==> src/rtl/segment_state_tracker_top_defines.svh <==
// Assertion macros used by the segment state tracker top module.
`ifndef SEGMENT_STATE_TRACKER_TOP_DEFINES_SVH
`define SEGMENT_STATE_TRACKER_TOP_DEFINES_SVH

// Same-cycle implication on clk, masked while arst_n is low.
`define SST_ASSERT_NOW(lbl, ante, cons, msg) \
	lbl: assert property (@(posedge clk) disable iff (!arst_n) (ante) |-> (cons)) else $error(msg);

// Next-cycle implication on clk, masked while arst_n is low.
`define SST_ASSERT_NEXT(lbl, ante, cons, msg) \
	lbl: assert property (@(posedge clk) disable iff (!arst_n) (ante) |=> (cons)) else $error(msg);

`endif

==> src/rtl/sst_pkg.sv <==
// Types, codes and constants for the segment state tracker.
package sst_pkg;

	localparam int MAX_SEGMENTS_DEF = 1024;

	localparam int ACT_W   = 3;
	localparam int SEG_W   = 10;
	localparam int SC_W    = 11;
	localparam int SB_W    = 31;
	localparam int MB_W    = 41;
	localparam int BASE_W  = 48;
	localparam int OFF_W   = SEG_W + SB_W;
	localparam int PROT_W  = 3;
	localparam int FLAG_W  = 3;
	localparam int CFG_W   = 48;
	localparam int CFGI_W  = 3;
	localparam int CMP_W   = 17;

	// Flag bit positions
	localparam int FL_MAPPED   = 0;
	localparam int FL_DIRTY    = 1;
	localparam int FL_NEEDREAD = 2;
	localparam logic [FLAG_W-1:0] FLAGS_RESET = 3'b100;

	// Protection bits
	localparam int PROT_WR_BIT = 1;
	localparam logic [PROT_W-1:0] PROT_NO_ACCESS = 3'b000;

	localparam logic [1:0] ACC_NONE = 2'd0;
	localparam logic [1:0] ACC_RO   = 2'd1;
	localparam logic [1:0] ACC_RW   = 2'd2;
	localparam logic [1:0] ACC_KEEP = 2'd3;

	localparam logic [1:0] ERR_OK    = 2'd0;
	localparam logic [1:0] ERR_NOACC = 2'd1;
	localparam logic [1:0] ERR_WRITE = 2'd2;
	localparam logic [1:0] ERR_RANGE = 2'd3;

	// Flush with unmap releases the segment
	localparam logic FLUSH_RELEASE = 1'b1;

	typedef enum logic [ACT_W-1:0] {
		ACT_FAULT  = 3'd0,
		ACT_FLUSH  = 3'd1,
		ACT_DROP   = 3'd2,
		ACT_MARK   = 3'd3,
		ACT_INIT   = 3'd4,
		ACT_STATUS = 3'd5
	} action_t;

	typedef enum logic [CFGI_W-1:0] {
		REG_SEG_COUNT     = 3'd0,
		REG_SEG_BYTES     = 3'd1,
		REG_MAP_BYTES     = 3'd2,
		REG_STORAGE_BASE  = 3'd3,
		REG_PROTECTION    = 3'd4,
		REG_THREAD_SAFE   = 3'd5,
		REG_NO_FIRST_READ = 3'd6
	} cfg_reg_t;

	typedef struct packed {
		logic              load;
		logic              wb;
		logic              rel;
		logic              notify;
		logic [1:0]        acc;
		logic [1:0]        old_st;
		logic [FLAG_W-1:0] nxt_st;
		logic [1:0]        err;
	} cmd_t;

endpackage

==> src/rtl/sst_flag_store.sv <==
// Per-segment flag memory with post-reset clearing sweep and write forwarding.
module sst_flag_store #(
	parameter int DEPTH = sst_pkg::MAX_SEGMENTS_DEF,
	parameter int AW    = (DEPTH > 1) ? $clog2(DEPTH) : 1
) (
	input  logic                      clk,
	input  logic                      arst_n,
	input  logic                      rd_en,
	input  logic [AW-1:0]             rd_addr,
	input  logic                      wr_en,
	input  logic [AW-1:0]             wr_addr,
	input  logic [sst_pkg::FLAG_W-1:0] wr_data,
	output logic [sst_pkg::FLAG_W-1:0] rd_data,
	output logic                      busy
);
	import sst_pkg::*;

	logic [FLAG_W-1:0] mem [DEPTH];
	logic [FLAG_W-1:0] rdata_q;
	logic [AW-1:0]     rd_addr_q;
	logic [AW-1:0]     clr_addr_q;
	logic              clr_busy_q;
	logic [AW-1:0]     byp_addr_q;
	logic [FLAG_W-1:0] byp_data_q;
	logic              byp_vld_q;

	always_ff @(posedge clk or negedge arst_n) begin
		if (!arst_n) begin
			clr_busy_q <= 1'b1;
			clr_addr_q <= '0;
			byp_vld_q  <= 1'b0;
		end else begin
			if (clr_busy_q) begin
				if (clr_addr_q == AW'(DEPTH - 1)) begin
					clr_busy_q <= 1'b0;
				end else begin
					clr_addr_q <= clr_addr_q + 1'b1;
				end
			end
			if (wr_en) begin
				byp_vld_q <= 1'b1;
			end
		end
	end

	always_ff @(posedge clk) begin
		if (clr_busy_q) begin
			mem[clr_addr_q] <= FLAGS_RESET;
		end else if (wr_en) begin
			mem[wr_addr] <= wr_data;
		end
		if (rd_en) begin
			rdata_q   <= mem[rd_addr];
			rd_addr_q <= rd_addr;
		end
		if (wr_en) begin
			byp_addr_q <= wr_addr;
			byp_data_q <= wr_data;
		end
	end

	// The latest write wins over a read that raced it at the same edge
	assign rd_data = (byp_vld_q && (byp_addr_q == rd_addr_q)) ? byp_data_q : rdata_q;
	assign busy    = clr_busy_q;

endmodule

==> src/rtl/sst_decide.sv <==
// Flag update and command decode for one segment transaction.
module sst_decide (
	input  sst_pkg::action_t           action,
	input  logic                       in_range,
	input  logic                       is_write,
	input  logic                       unmap,
	input  logic [sst_pkg::FLAG_W-1:0] flags,
	input  logic [sst_pkg::PROT_W-1:0] protection,
	input  logic                       thread_safe,
	input  logic                       no_first_read,
	output sst_pkg::cmd_t              cmd
);
	import sst_pkg::*;

	logic [FLAG_W-1:0] nf;
	logic              mapped;
	logic              dirty;

	assign mapped = flags[FL_MAPPED];
	assign dirty  = flags[FL_DIRTY];

	always_comb begin
		cmd     = '0;
		cmd.acc = ACC_KEEP;
		nf      = flags;
		case (action)
			ACT_FAULT: begin
				if (protection == PROT_NO_ACCESS) begin
					cmd.err = ERR_NOACC;
				end else if (is_write && !protection[PROT_WR_BIT]) begin
					cmd.err = ERR_WRITE;
				end else if (mapped && (dirty == is_write)) begin
					cmd.err = ERR_OK;
				end else begin
					cmd.load   = !mapped && flags[FL_NEEDREAD];
					cmd.acc    = is_write ? ACC_RW : ACC_RO;
					cmd.notify = 1'b1;
					nf[FL_MAPPED] = 1'b1;
					if (is_write) begin
						nf[FL_DIRTY] = 1'b1;
					end
				end
			end
			ACT_FLUSH: begin
				if (mapped && dirty) begin
					cmd.wb         = 1'b1;
					nf[FL_DIRTY]    = 1'b0;
					nf[FL_NEEDREAD] = 1'b1;
					if (thread_safe) begin
						cmd.acc = ACC_RO;
					end
				end
				if (mapped) begin
					if (unmap == FLUSH_RELEASE) begin
						cmd.acc       = ACC_NONE;
						cmd.rel       = 1'b1;
						nf[FL_MAPPED] = 1'b0;
					end else if (!thread_safe) begin
						cmd.acc = ACC_RO;
					end
				end
			end
			ACT_DROP: begin
				if (mapped && !dirty) begin
					cmd.acc       = ACC_NONE;
					cmd.rel       = 1'b1;
					nf[FL_MAPPED] = 1'b0;
				end
			end
			ACT_MARK: begin
				if (mapped && !dirty && protection[PROT_WR_BIT]) begin
					cmd.acc      = ACC_RW;
					nf[FL_DIRTY] = 1'b1;
				end
			end
			ACT_INIT: begin
				nf      = no_first_read ? '0 : FLAGS_RESET;
				cmd.acc = ACC_NONE;
			end
			default: begin
				nf = flags;
			end
		endcase
		cmd.old_st = flags[1:0];
		cmd.nxt_st = nf;
		// Out of range overrides everything: no commands, zero status
		if (!in_range) begin
			cmd     = '0;
			cmd.acc = ACC_KEEP;
			cmd.err = ERR_RANGE;
		end
	end

endmodule

==> src/rtl/sst_xfer.sv <==
// Storage offset and clipped transfer length for a load or write back.
module sst_xfer (
	input  logic                       xfer,
	input  logic [sst_pkg::OFF_W-1:0]  seg_off,
	input  logic [sst_pkg::BASE_W-1:0] storage_base,
	input  logic [sst_pkg::SB_W-1:0]   segment_bytes,
	input  logic [sst_pkg::MB_W-1:0]   map_bytes,
	output logic [sst_pkg::BASE_W-1:0] storage_offset,
	output logic [sst_pkg::SB_W-1:0]   transfer_length
);
	import sst_pkg::*;

	logic [MB_W-1:0] remain;

	assign remain = map_bytes - MB_W'(seg_off);

	always_comb begin
		storage_offset  = '0;
		transfer_length = '0;
		if (xfer) begin
			storage_offset = storage_base + BASE_W'(seg_off);
			if (MB_W'(seg_off) >= map_bytes) begin
				transfer_length = '0;
			end else if (remain >= MB_W'(segment_bytes)) begin
				transfer_length = segment_bytes;
			end else begin
				// remain is below segment_bytes here, so it fits
				transfer_length = remain[SB_W-1:0];
			end
		end
	end

endmodule

==> src/rtl/segment_state_tracker_top.sv <==
// Segment state tracker: per-segment mapped/dirty/need-read flags and pager commands.
// Pipeline: an accepted transaction passes stage 1, stage 2 and the output register before out_valid.
// Throughput: one transaction per cycle while out_ready holds and no clearing sweep runs; the flag memory has
// one read and one write port, with write forwarding. Reset: asynchronous; config returns to defaults,
// then a clearing sweep sets every segment's flags while in_ready stays low.
`include "segment_state_tracker_top_defines.svh"
module segment_state_tracker_top #(
	parameter int MAX_SEGMENTS = sst_pkg::MAX_SEGMENTS_DEF
) (
	input  logic                       clk,
	input  logic                       arst_n,
	input  logic                       cfg_we,
	input  logic [sst_pkg::CFGI_W-1:0] cfg_idx,
	input  logic [sst_pkg::CFG_W-1:0]  cfg_wdata,
	input  logic                       in_valid,
	output logic                       in_ready,
	input  logic [sst_pkg::ACT_W-1:0]  action,
	input  logic [sst_pkg::SEG_W-1:0]  segment,
	input  logic                       is_write,
	input  logic                       unmap,
	output logic                       out_valid,
	input  logic                       out_ready,
	output logic                       load_segment,
	output logic                       write_back,
	output logic                       release_res,
	output logic [1:0]                 access,
	output logic [sst_pkg::BASE_W-1:0] storage_offset,
	output logic [sst_pkg::SB_W-1:0]   transfer_length,
	output logic                       notify_touch,
	output logic [1:0]                 old_status,
	output logic [sst_pkg::FLAG_W-1:0] new_status,
	output logic [1:0]                 error
);
	import sst_pkg::*;

	localparam int AW = (MAX_SEGMENTS > 1) ? $clog2(MAX_SEGMENTS) : 1;

	// Configuration registers
	logic [SC_W-1:0]   segment_count_q;
	logic [SB_W-1:0]   segment_bytes_q;
	logic [MB_W-1:0]   map_bytes_q;
	logic [BASE_W-1:0] storage_base_q;
	logic [PROT_W-1:0] protection_q;
	logic              thread_safe_q;
	logic              no_first_read_q;

	// Stage 1: transaction plus flag read
	logic              s1_vld_q;
	action_t           act_s1;
	logic [SEG_W-1:0]  seg_s1;
	logic              wr_s1;
	logic              unmap_s1;

	// Stage 2: decision plus segment offset
	logic              s2_vld_q;
	cmd_t              cmd_s2;
	logic [OFF_W-1:0]  off_s2;

	logic              out_vld_q;
	cmd_t              cmd_q;
	logic [BASE_W-1:0] sto_q;
	logic [SB_W-1:0]   len_q;

	logic              clr_busy;
	logic              in_acc;
	logic              s2_ld;
	logic              out_ld;
	logic              in_range_s1;
	logic [FLAG_W-1:0] flags_s1;
	cmd_t              cmd_s1;
	logic [BASE_W-1:0] sto_c;
	logic [SB_W-1:0]   len_c;

	assign out_ld   = s2_vld_q && (!out_vld_q || out_ready);
	assign s2_ld    = s1_vld_q && (!s2_vld_q || out_ld);
	assign in_ready = !clr_busy && (!s1_vld_q || s2_ld);
	assign in_acc   = in_valid && in_ready;

	always_ff @(posedge clk or negedge arst_n) begin
		if (!arst_n) begin
			segment_count_q <= SC_W'(1024);
			segment_bytes_q <= SB_W'(4096);
			map_bytes_q     <= MB_W'(4194304);
			storage_base_q  <= '0;
			protection_q    <= 3'b011;
			thread_safe_q   <= 1'b1;
			no_first_read_q <= 1'b0;
		end else if (cfg_we) begin
			case (cfg_reg_t'(cfg_idx))
				REG_SEG_COUNT:     segment_count_q <= cfg_wdata[SC_W-1:0];
				REG_SEG_BYTES:     segment_bytes_q <= cfg_wdata[SB_W-1:0];
				REG_MAP_BYTES:     map_bytes_q     <= cfg_wdata[MB_W-1:0];
				REG_STORAGE_BASE:  storage_base_q  <= cfg_wdata[BASE_W-1:0];
				REG_PROTECTION:    protection_q    <= cfg_wdata[PROT_W-1:0];
				REG_THREAD_SAFE:   thread_safe_q   <= cfg_wdata[0];
				REG_NO_FIRST_READ: no_first_read_q <= cfg_wdata[0];
				default:           segment_count_q <= segment_count_q;
			endcase
		end
	end

	always_ff @(posedge clk or negedge arst_n) begin
		if (!arst_n) begin
			s1_vld_q  <= 1'b0;
			s2_vld_q  <= 1'b0;
			out_vld_q <= 1'b0;
		end else begin
			if (in_acc) begin
				s1_vld_q <= 1'b1;
			end else if (s2_ld) begin
				s1_vld_q <= 1'b0;
			end
			if (s2_ld) begin
				s2_vld_q <= 1'b1;
			end else if (out_ld) begin
				s2_vld_q <= 1'b0;
			end
			if (out_ld) begin
				out_vld_q <= 1'b1;
			end else if (out_ready) begin
				out_vld_q <= 1'b0;
			end
		end
	end

	always_ff @(posedge clk) begin
		if (in_acc) begin
			act_s1   <= action_t'(action);
			seg_s1   <= segment;
			wr_s1    <= is_write;
			unmap_s1 <= unmap;
		end
		if (s2_ld) begin
			cmd_s2 <= cmd_s1;
			off_s2 <= OFF_W'(seg_s1) * OFF_W'(segment_bytes_q);
		end
		if (out_ld) begin
			cmd_q <= cmd_s2;
			sto_q <= sto_c;
			len_q <= len_c;
		end
	end

	assign in_range_s1 = (CMP_W'(seg_s1) < CMP_W'(segment_count_q)) &&
		(CMP_W'(seg_s1) < CMP_W'(MAX_SEGMENTS));

	sst_flag_store #(
		.DEPTH (MAX_SEGMENTS),
		.AW    (AW)
	) u_store (
		.clk     (clk),
		.arst_n  (arst_n),
		.rd_en   (in_acc),
		.rd_addr (AW'(segment)),
		.wr_en   (s2_ld && in_range_s1),
		.wr_addr (AW'(seg_s1)),
		.wr_data (cmd_s1.nxt_st),
		.rd_data (flags_s1),
		.busy    (clr_busy)
	);

	sst_decide u_decide (
		.action        (act_s1),
		.in_range      (in_range_s1),
		.is_write      (wr_s1),
		.unmap         (unmap_s1),
		.flags         (flags_s1),
		.protection    (protection_q),
		.thread_safe   (thread_safe_q),
		.no_first_read (no_first_read_q),
		.cmd           (cmd_s1)
	);

	sst_xfer u_xfer (
		.xfer            (cmd_s2.load || cmd_s2.wb),
		.seg_off         (off_s2),
		.storage_base    (storage_base_q),
		.segment_bytes   (segment_bytes_q),
		.map_bytes       (map_bytes_q),
		.storage_offset  (sto_c),
		.transfer_length (len_c)
	);

	assign out_valid       = out_vld_q;
	assign load_segment    = cmd_q.load;
	assign write_back      = cmd_q.wb;
	assign release_res     = cmd_q.rel;
	assign access          = cmd_q.acc;
	assign storage_offset  = sto_q;
	assign transfer_length = len_q;
	assign notify_touch    = cmd_q.notify;
	assign old_status      = cmd_q.old_st;
	assign new_status      = cmd_q.nxt_st;
	assign error           = cmd_q.err;

	`SST_ASSERT_NOW(a_no_accept_in_sweep, clr_busy, !in_ready, "transaction accepted during clearing sweep")
	`SST_ASSERT_NOW(a_range_quiet, out_valid && (error == ERR_RANGE), !load_segment && !write_back && !release_res && (old_status == 2'b00) && (new_status == '0), "out-of-range result carries commands or status")
	`SST_ASSERT_NOW(a_idle_xfer_zero, out_valid && !load_segment && !write_back, (storage_offset == '0) && (transfer_length == '0), "offset or length set without a transfer")
	`SST_ASSERT_NOW(a_wb_needs_dirty, out_valid && write_back, (old_status == 2'b11) && (error == ERR_OK), "write back of a segment that was not mapped and dirty")

endmodule

==> config.mk <==
export PLATFORM = sky130hd
export DESIGN_NAME = segment_state_tracker_top
export DESIGN_NICKNAME = d
export VERILOG_FILES = /design/src/rtl/sst_pkg.sv /design/src/rtl/sst_flag_store.sv /design/src/rtl/sst_decide.sv /design/src/rtl/sst_xfer.sv /design/src/rtl/segment_state_tracker_top.sv
export VERILOG_INCLUDE_DIRS = /design/src /design/src/rtl
export SDC_FILE = /design/constraint.sdc
export NUM_CORES = 2
export LEC_CHECK = 0
export BUFFER_PORTS_ARGS = -buffer_cell sky130_fd_sc_hd__clkbuf_2
export CORE_UTILIZATION = 35
export CTS_CLUSTER_SIZE = 30
export DETAILED_ROUTE_END_ITERATION = 10
export SLEW_MARGIN = 20
export SYNTH_ARGS = -nofsm -noshare
export SYNTH_HDL_FRONTEND = slang
export SYNTH_SLANG_ARGS = --single-unit
==> constraint.sdc <==
create_clock -name clk -period 152 [get_ports clk]
set_input_delay 7.6 -clock clk [delete_from_list [all_inputs] [get_ports clk]]
set_output_delay 7.6 -clock clk [all_outputs]
set_load 0.01 [all_outputs]
# Word level (Yosys, flattened, before mapping)
# Memories as Yosys holds them, arrays and structs flattened. A register that Yosys moved wholly into a read port is not among the register bits.
# Index checks and enable logic that the tools add are counted.
# W data, S select, Z words.
# op_classes
order_cmp	3
bitwise	4
n_eq_ne	13
muxes	52
reduce_logical	42
addsub	3
mul	1
# op_table
cell	n
$add A48 B41 Y48	1
$ge A41 B31 Y1	1
$ge A41 B41 Y1	1
$mul A10 B31 Y41	1
$sub A41 B41 Y41	1
$mux W31	1
$mux W2	14
$mux W1	24
$mux W3	6
$reduce_and A2 Y1	9
$eq A3 B2 Y1 const B	4
$eq A3 B3 Y1 const B	4
$logic_and A1 B1 Y1	12
$lt A10 B11 Y1	1
$add A10 B1 Y10 const B	1
$eq A10 B10 Y1	1
$eq A10 B10 Y1 const B	1
$mux W10	1
$pmux W2 S5	1
$logic_not A3 Y1	3
$pmux W1 S4	2
$logic_not A1 Y1	7
$eq A3 B1 Y1 const B	2
$reduce_bool A2 Y1	3
9 further kinds	16
# totals
ff_bits	325
in_bits	71
ramBits	3072
mem_count	1
word_cells	157
# mem_list
name	words	word_bits	read_ports	rd_clocked_by_memory_dff	write_ports	line_no	text
u_store.mem	1024	3	1	1	1	sst_flag_store.sv:18	logic [FLAG_W-1:0] mem [DEPTH];

# Logic depth before layout (Yosys ltp)
# logic_depth
ltp_word	11
ltp_mapped	24
depth_no_buf	22

# Cells and area by module
# A second synthesis with hierarchy kept.
# unflattened
hier_cells	9418
area_unflattened_um2	152049.6
# by_module_without_submodules
mod	cells_per_inst	area_per_inst_um2	instances	seq_area_each_um2
sst_flag_store	6708	124907.3	1	93330.8
segment_state_tracker_top	1670	20129.3	1	8320.5
sst_xfer	974	6597.6	1	0.0
sst_decide	66	415.4	1	0.0

# Least setup slack after synthesis
# OpenSTA, ideal clock, no wires.
# synth_timing
kind	input to register
from	in out_ready
to	mem u_store.mem[0][0] (data pin)
setup_ns	7.777
stages	6
arrival_time_ns	47.017
path_slack_ns	97.205
path_buffers	0
path_cell_list	nand2b_1 or2_2 nand2_1 a21oi_1 nand2_1 nor3_1
# synth_via
elab_chain_cells	10
# synth_lines
element	line_no	text
start: declaration	segment_state_tracker_top.sv:22	input logic out_ready,
$logic_or A1 B1 Y1	segment_state_tracker_top.sv:74	assign out_ld = s2_vld_q && (!out_vld_q || out_ready);
$logic_and A1 B1 Y1	segment_state_tracker_top.sv:74	
$logic_or A1 B1 Y1	segment_state_tracker_top.sv:75	assign s2_ld = s1_vld_q && (!s2_vld_q || out_ld);
$logic_and A1 B1 Y1	segment_state_tracker_top.sv:75	
$logic_and A1 B1 Y1	segment_state_tracker_top.sv:155	.wr_en (s2_ld && in_range_s1),
via u_store.wr_en	sst_flag_store.sv:10	input logic wr_en,
$mux W1	sst_flag_store.sv:49	end else if (wr_en) begin
$mux W1	sst_flag_store.sv:47	if (clr_busy_q) begin
$mux W1 (not written as such)	sst_flag_store.sv:50	mem[wr_addr] <= wr_data;
$reduce_or A3 Y1 (no source line)	-	
$mux W3 (no source line)	-	
end: declaration	sst_flag_store.sv:18	
# The timed path passes the listed nets, and every way through them passes these cells.

# Final worst setup path
# layout_timing
from	in out_ready
to	out in_ready
# layout_via
elab_chain_cells	6
# layout_lines
element	line_no	text
$logic_or A1 B1 Y1	segment_state_tracker_top.sv:74	
$logic_and A1 B1 Y1	segment_state_tracker_top.sv:74	
$logic_or A1 B1 Y1	segment_state_tracker_top.sv:75	
$logic_and A1 B1 Y1	segment_state_tracker_top.sv:75	
$logic_or A1 B1 Y1	segment_state_tracker_top.sv:76	assign in_ready = !clr_busy && (!s1_vld_q || s2_ld);
$logic_and A1 B1 Y1	segment_state_tracker_top.sv:76	
end: declaration	segment_state_tracker_top.sv:16	output logic in_ready,
# No other way between the ends.

==> summary.txt <==
Floorplanning
  • IO Count: 165
  • Initial core utilization: 0.351
  • Chip width: 657 µm
  • Die height: 657 µm
  • Full die area: 431,000 µm²
  • Core Area: 427,000 µm²
  • Site row count: between 200 and 250

Logic synthesis
  • Mux cell area share after synthesis: 0.163
  • Syn Std Cell Area: 150,000 µm²
  • Largest family of logic cells by synthesized area: multiplexers
  • EDFF count, synth: between 3,000 and 4,000
  • Post-Synth Simple-Gate Area: 0.0566
  • Ys async rst share: 0.0444
  • Top area cells in the synthesized netlist: edfxtp_1, mux4_2, fa_1, nor2_1, dfrtp_1
  • Post-synthesis adder-cell area fraction: 0.0477
  • Synth top area share: 0.651
  • Avg Inst Size Synth: 17.4 µm²
  • Post-Synth XOR/XNOR Area: 0.00666
  • Area leader, netlist: edfxtp_1
  • Yosys warns: 0
  • Post-synth top flop: edfxtp_1
  • Seq/Total Area, Yosys: 0.676
  • Netlist cell types: 76
  • Mapped Nets: 9,137
  • Post-synthesis cell count: between 8,000 and 9,000
  • Synth Area in Compound Gates: 0.0273
  • Yosys reg bits: 3,400

Timing
  • Period minus WS final: 15.99 ns
  • Fmax: 62.6 MHz
  • Max-slew violation count: 0
  • Final setup viols: 0
  • Final Hold Fails: 0
  • RSZ-0062 raised after global routing: no
  • Clk_skew: 0.0388 ns
  • Setup TNS: 0 ns
  • Slew @ Worst Pin: ~1.2 ns
  • Final period util: 0.105
  • Worst rel slew slack: 0.170

Critical path
  • Worst setup SP type: input port
  • Reg-to-Reg Start: u_store.rd_addr_q[9]$_DFFE_PP_
  • CP Max Fanout: 4
  • Crit path required time: 144.40 ns
  • Worst Setup SP: out_ready
  • WP data arrival: approximately 8.4 ns
  • Setup Crit Path Kind: input port to primary output
  • CP endpoint kind: primary output

Route
  • Routed WL per cell: approximately 26 µm
  • Drt drc: 0
  • Vias per cell: 5.47
  • Pre-Repair DR Iteration Count: 6
  • Initial detailed-routing violation count: just over 9,000
  • Final ANT Viol Nets: 0
  • Via count: about 80,000
  • Final WL: 379,000 µm

Clock network
  • H-Tree Level Count: 5
  • Clk Latency, worst-skew pair: 0.93 ns
  • Clock buffer depth: 4
  • Setup bufs post-CTS: 0
  • CTS Sinks: 3,400
  • CTS tree: built
  • Clock transition at path regs: 0.06 ns
  • CTS Hold Bufs: 0
  • Clock root buffer: clkbuf_16
  • CTS buffer count: 339
  • Post-cts sizing count: 0

Placement
  • Count of input and output buffers: 164
  • Post-DP HPWL: roughly 230,000 µm
  • Final Wtd Congestion: 0.888

GRT
  • Initial antenna violation count: 28
  • GRT Util Overall: 0.173
  • Grt ovf: 0
  • Number of global-route vias before repair: 81,700
  • First-pass GRT wire length: 558,000 µm
  • Largest net degree at the start of global routing: 247

Pwr
  • Pwr Total: ~0.0028 W
  • Leak pwr: between 50 and 60 nW
  • Power per cell area: roughly 17 nW/µm²
  • VDD IR-drop max: 0.0235 mV

Final layout
  • Commonest non-fill, non-tap cell in the layout: edfxtp_1
  • Final net count: about 9,000
  • Proportion of layout cells with a drive suffix above 1: 0.228
  • Most frequent cells in the layout: edfxtp_1, nor2_1, mux4_2
  • Fill cells: 38,200
  • Layout area overhead: 12.8%

Worst hold path
  • Min-delay src: cmd_s2[0]$_SDFFCE_PN1P_
  • Hold Crit Class: flip-flop to flip-flop

Run
  • Max-Cap Viols: 0

Status
  • Run status: finished clean
-- worst paths after layout --
| kind | endpoint | slack, ns | cells after the start |
|---|---|---|---|
| setup / recovery | in_ready | 136.02 | 5 |
| max in group asynchronous | u_store.clr_addr_q[2]$_DFFE_PN0P_ | 143.79 | 2 |
| min in group asynchronous | storage_base_q[19]$_DFFE_PN0P_ | 6.79 | 1 |
| hold / removal | error[0]$_DFFE_PP_ | 0.42 | 0 |
| hold reg to reg | error[0]$_DFFE_PP_ | 0.42 | 0 |
| setup reg to reg | u_store.mem[602][1]$_DFFE_PP_ | 142.87 | 17 |
-- cells by family (layout without fill, tap and decap cells) --
family	count (synthesis)	in the layout
simple gates	2001	2001
flops	3400	3400
buf+inv	870	1227
xor+xnor	114	114
fa+ha+maj	432	432
mux	1172	1172
compound gates	645	645
other cells	0	2
-- layout make-up --
cell class	count	area [µm²]	share of cell area
Sequential cell	3400	101000	0.599
Multi-Input combinational cell	4364	46200	0.273
Clock buffer	418	9040	0.0535
Tap cell	5687	7120	0.0421
Timing Repair Buffer	341	2570	0.0152
Clock inverter	200	1830	0.0108
Inverter	268	1010	0.00595
Antenna cell	2	5.00	0.0000296
-- routing by layer --
layer / global-route usage / share of wire
met1: 0.246 / 0.42
met2: 0.278 / 0.47
met3: 0.0273 / 0.082
met4: 0.0417 / 0.024
met5: 0 / 0.000034
-- registers in the layout, indices dropped and copies added, names as in the netlist, 2 cells and up --
register and count:
access 2, u_store.byp_addr_q 10, storage_offset 48, new_status 3
storage_base_q 48, segment_count_q 11, act_s1 3, protection_q 3
map_bytes_q 41, u_store.rd_addr_q 10, off_s2 41, u_store.byp_data_q 3
u_store.mem 3072, old_status 2, error 2, u_store.clr_addr_q 10
segment_bytes_q 31, u_store.rdata_q 3, transfer_length 31, cmd_s2 13
-- stage by stage --
step	area (µm²)	hold slack, ns	setup slack [ns]	util	cells
floorplan	150000	0.400	97.21	-	8634
global placement	158000	0.408	135.19	0.370	14000
detailed placement	158000	0.405	135.17	0.370	14100
CTS	169000	0.417	136.04	0.396	14700
global route	169000	0.422	135.95	0.396	14700
finish	169000	0.417	136.02	0.396	14700
-- power breakdown --
| group | switching (W) | internal, W |
|---|---|---|
| logic | 0.000509 | 0.000343 |
| clock network | 0.000352 | 0.000474 |
| registers | 0.0000226 | 0.00112 |
| total | 0.000883 | 0.00194 |
-- cells in the mapped netlist (6+ instances only) --
cell,number
a21boi_0,7
nand3_1,67
a311oi_1,6
o31ai_1,11
o21ai_0,174
o211ai_1,12
and3_1,15
inv_1,267
a2111oi_0,8
a211oi_1,22
a211o_1,6
o21bai_1,18
fa_1,232
nor3b_1,10
buf_1,52
mux2_2,98
clkbuf_1,448
a22oi_1,25
or2_2,8
xnor2_1,72
nor3_1,50
nor2b_1,15
and2_1,112
a21o_1,61
edfxtp_1,3249
o21a_1,29
nand4_1,32
dfrtp_1,144
or3_1,45
dfstp_2,7
buf_4,8
a21oi_1,168
nand2b_1,37
mux2i_1,66
xor2_1,42
a32oi_1,26
nand3b_1,10
nor2_1,1208
buf_2,93
nand2_1,373
a31oi_1,28
mux4_2,1008
ha_1,200
-- critical path: stages --
cell      delay (ns)
clkbuf_2        0.08
nand2b_1        0.19
nor2_1          0.22
a21oi_1         0.15
clkbuf_2        0.15
Power figures use the tool's default switching activity.
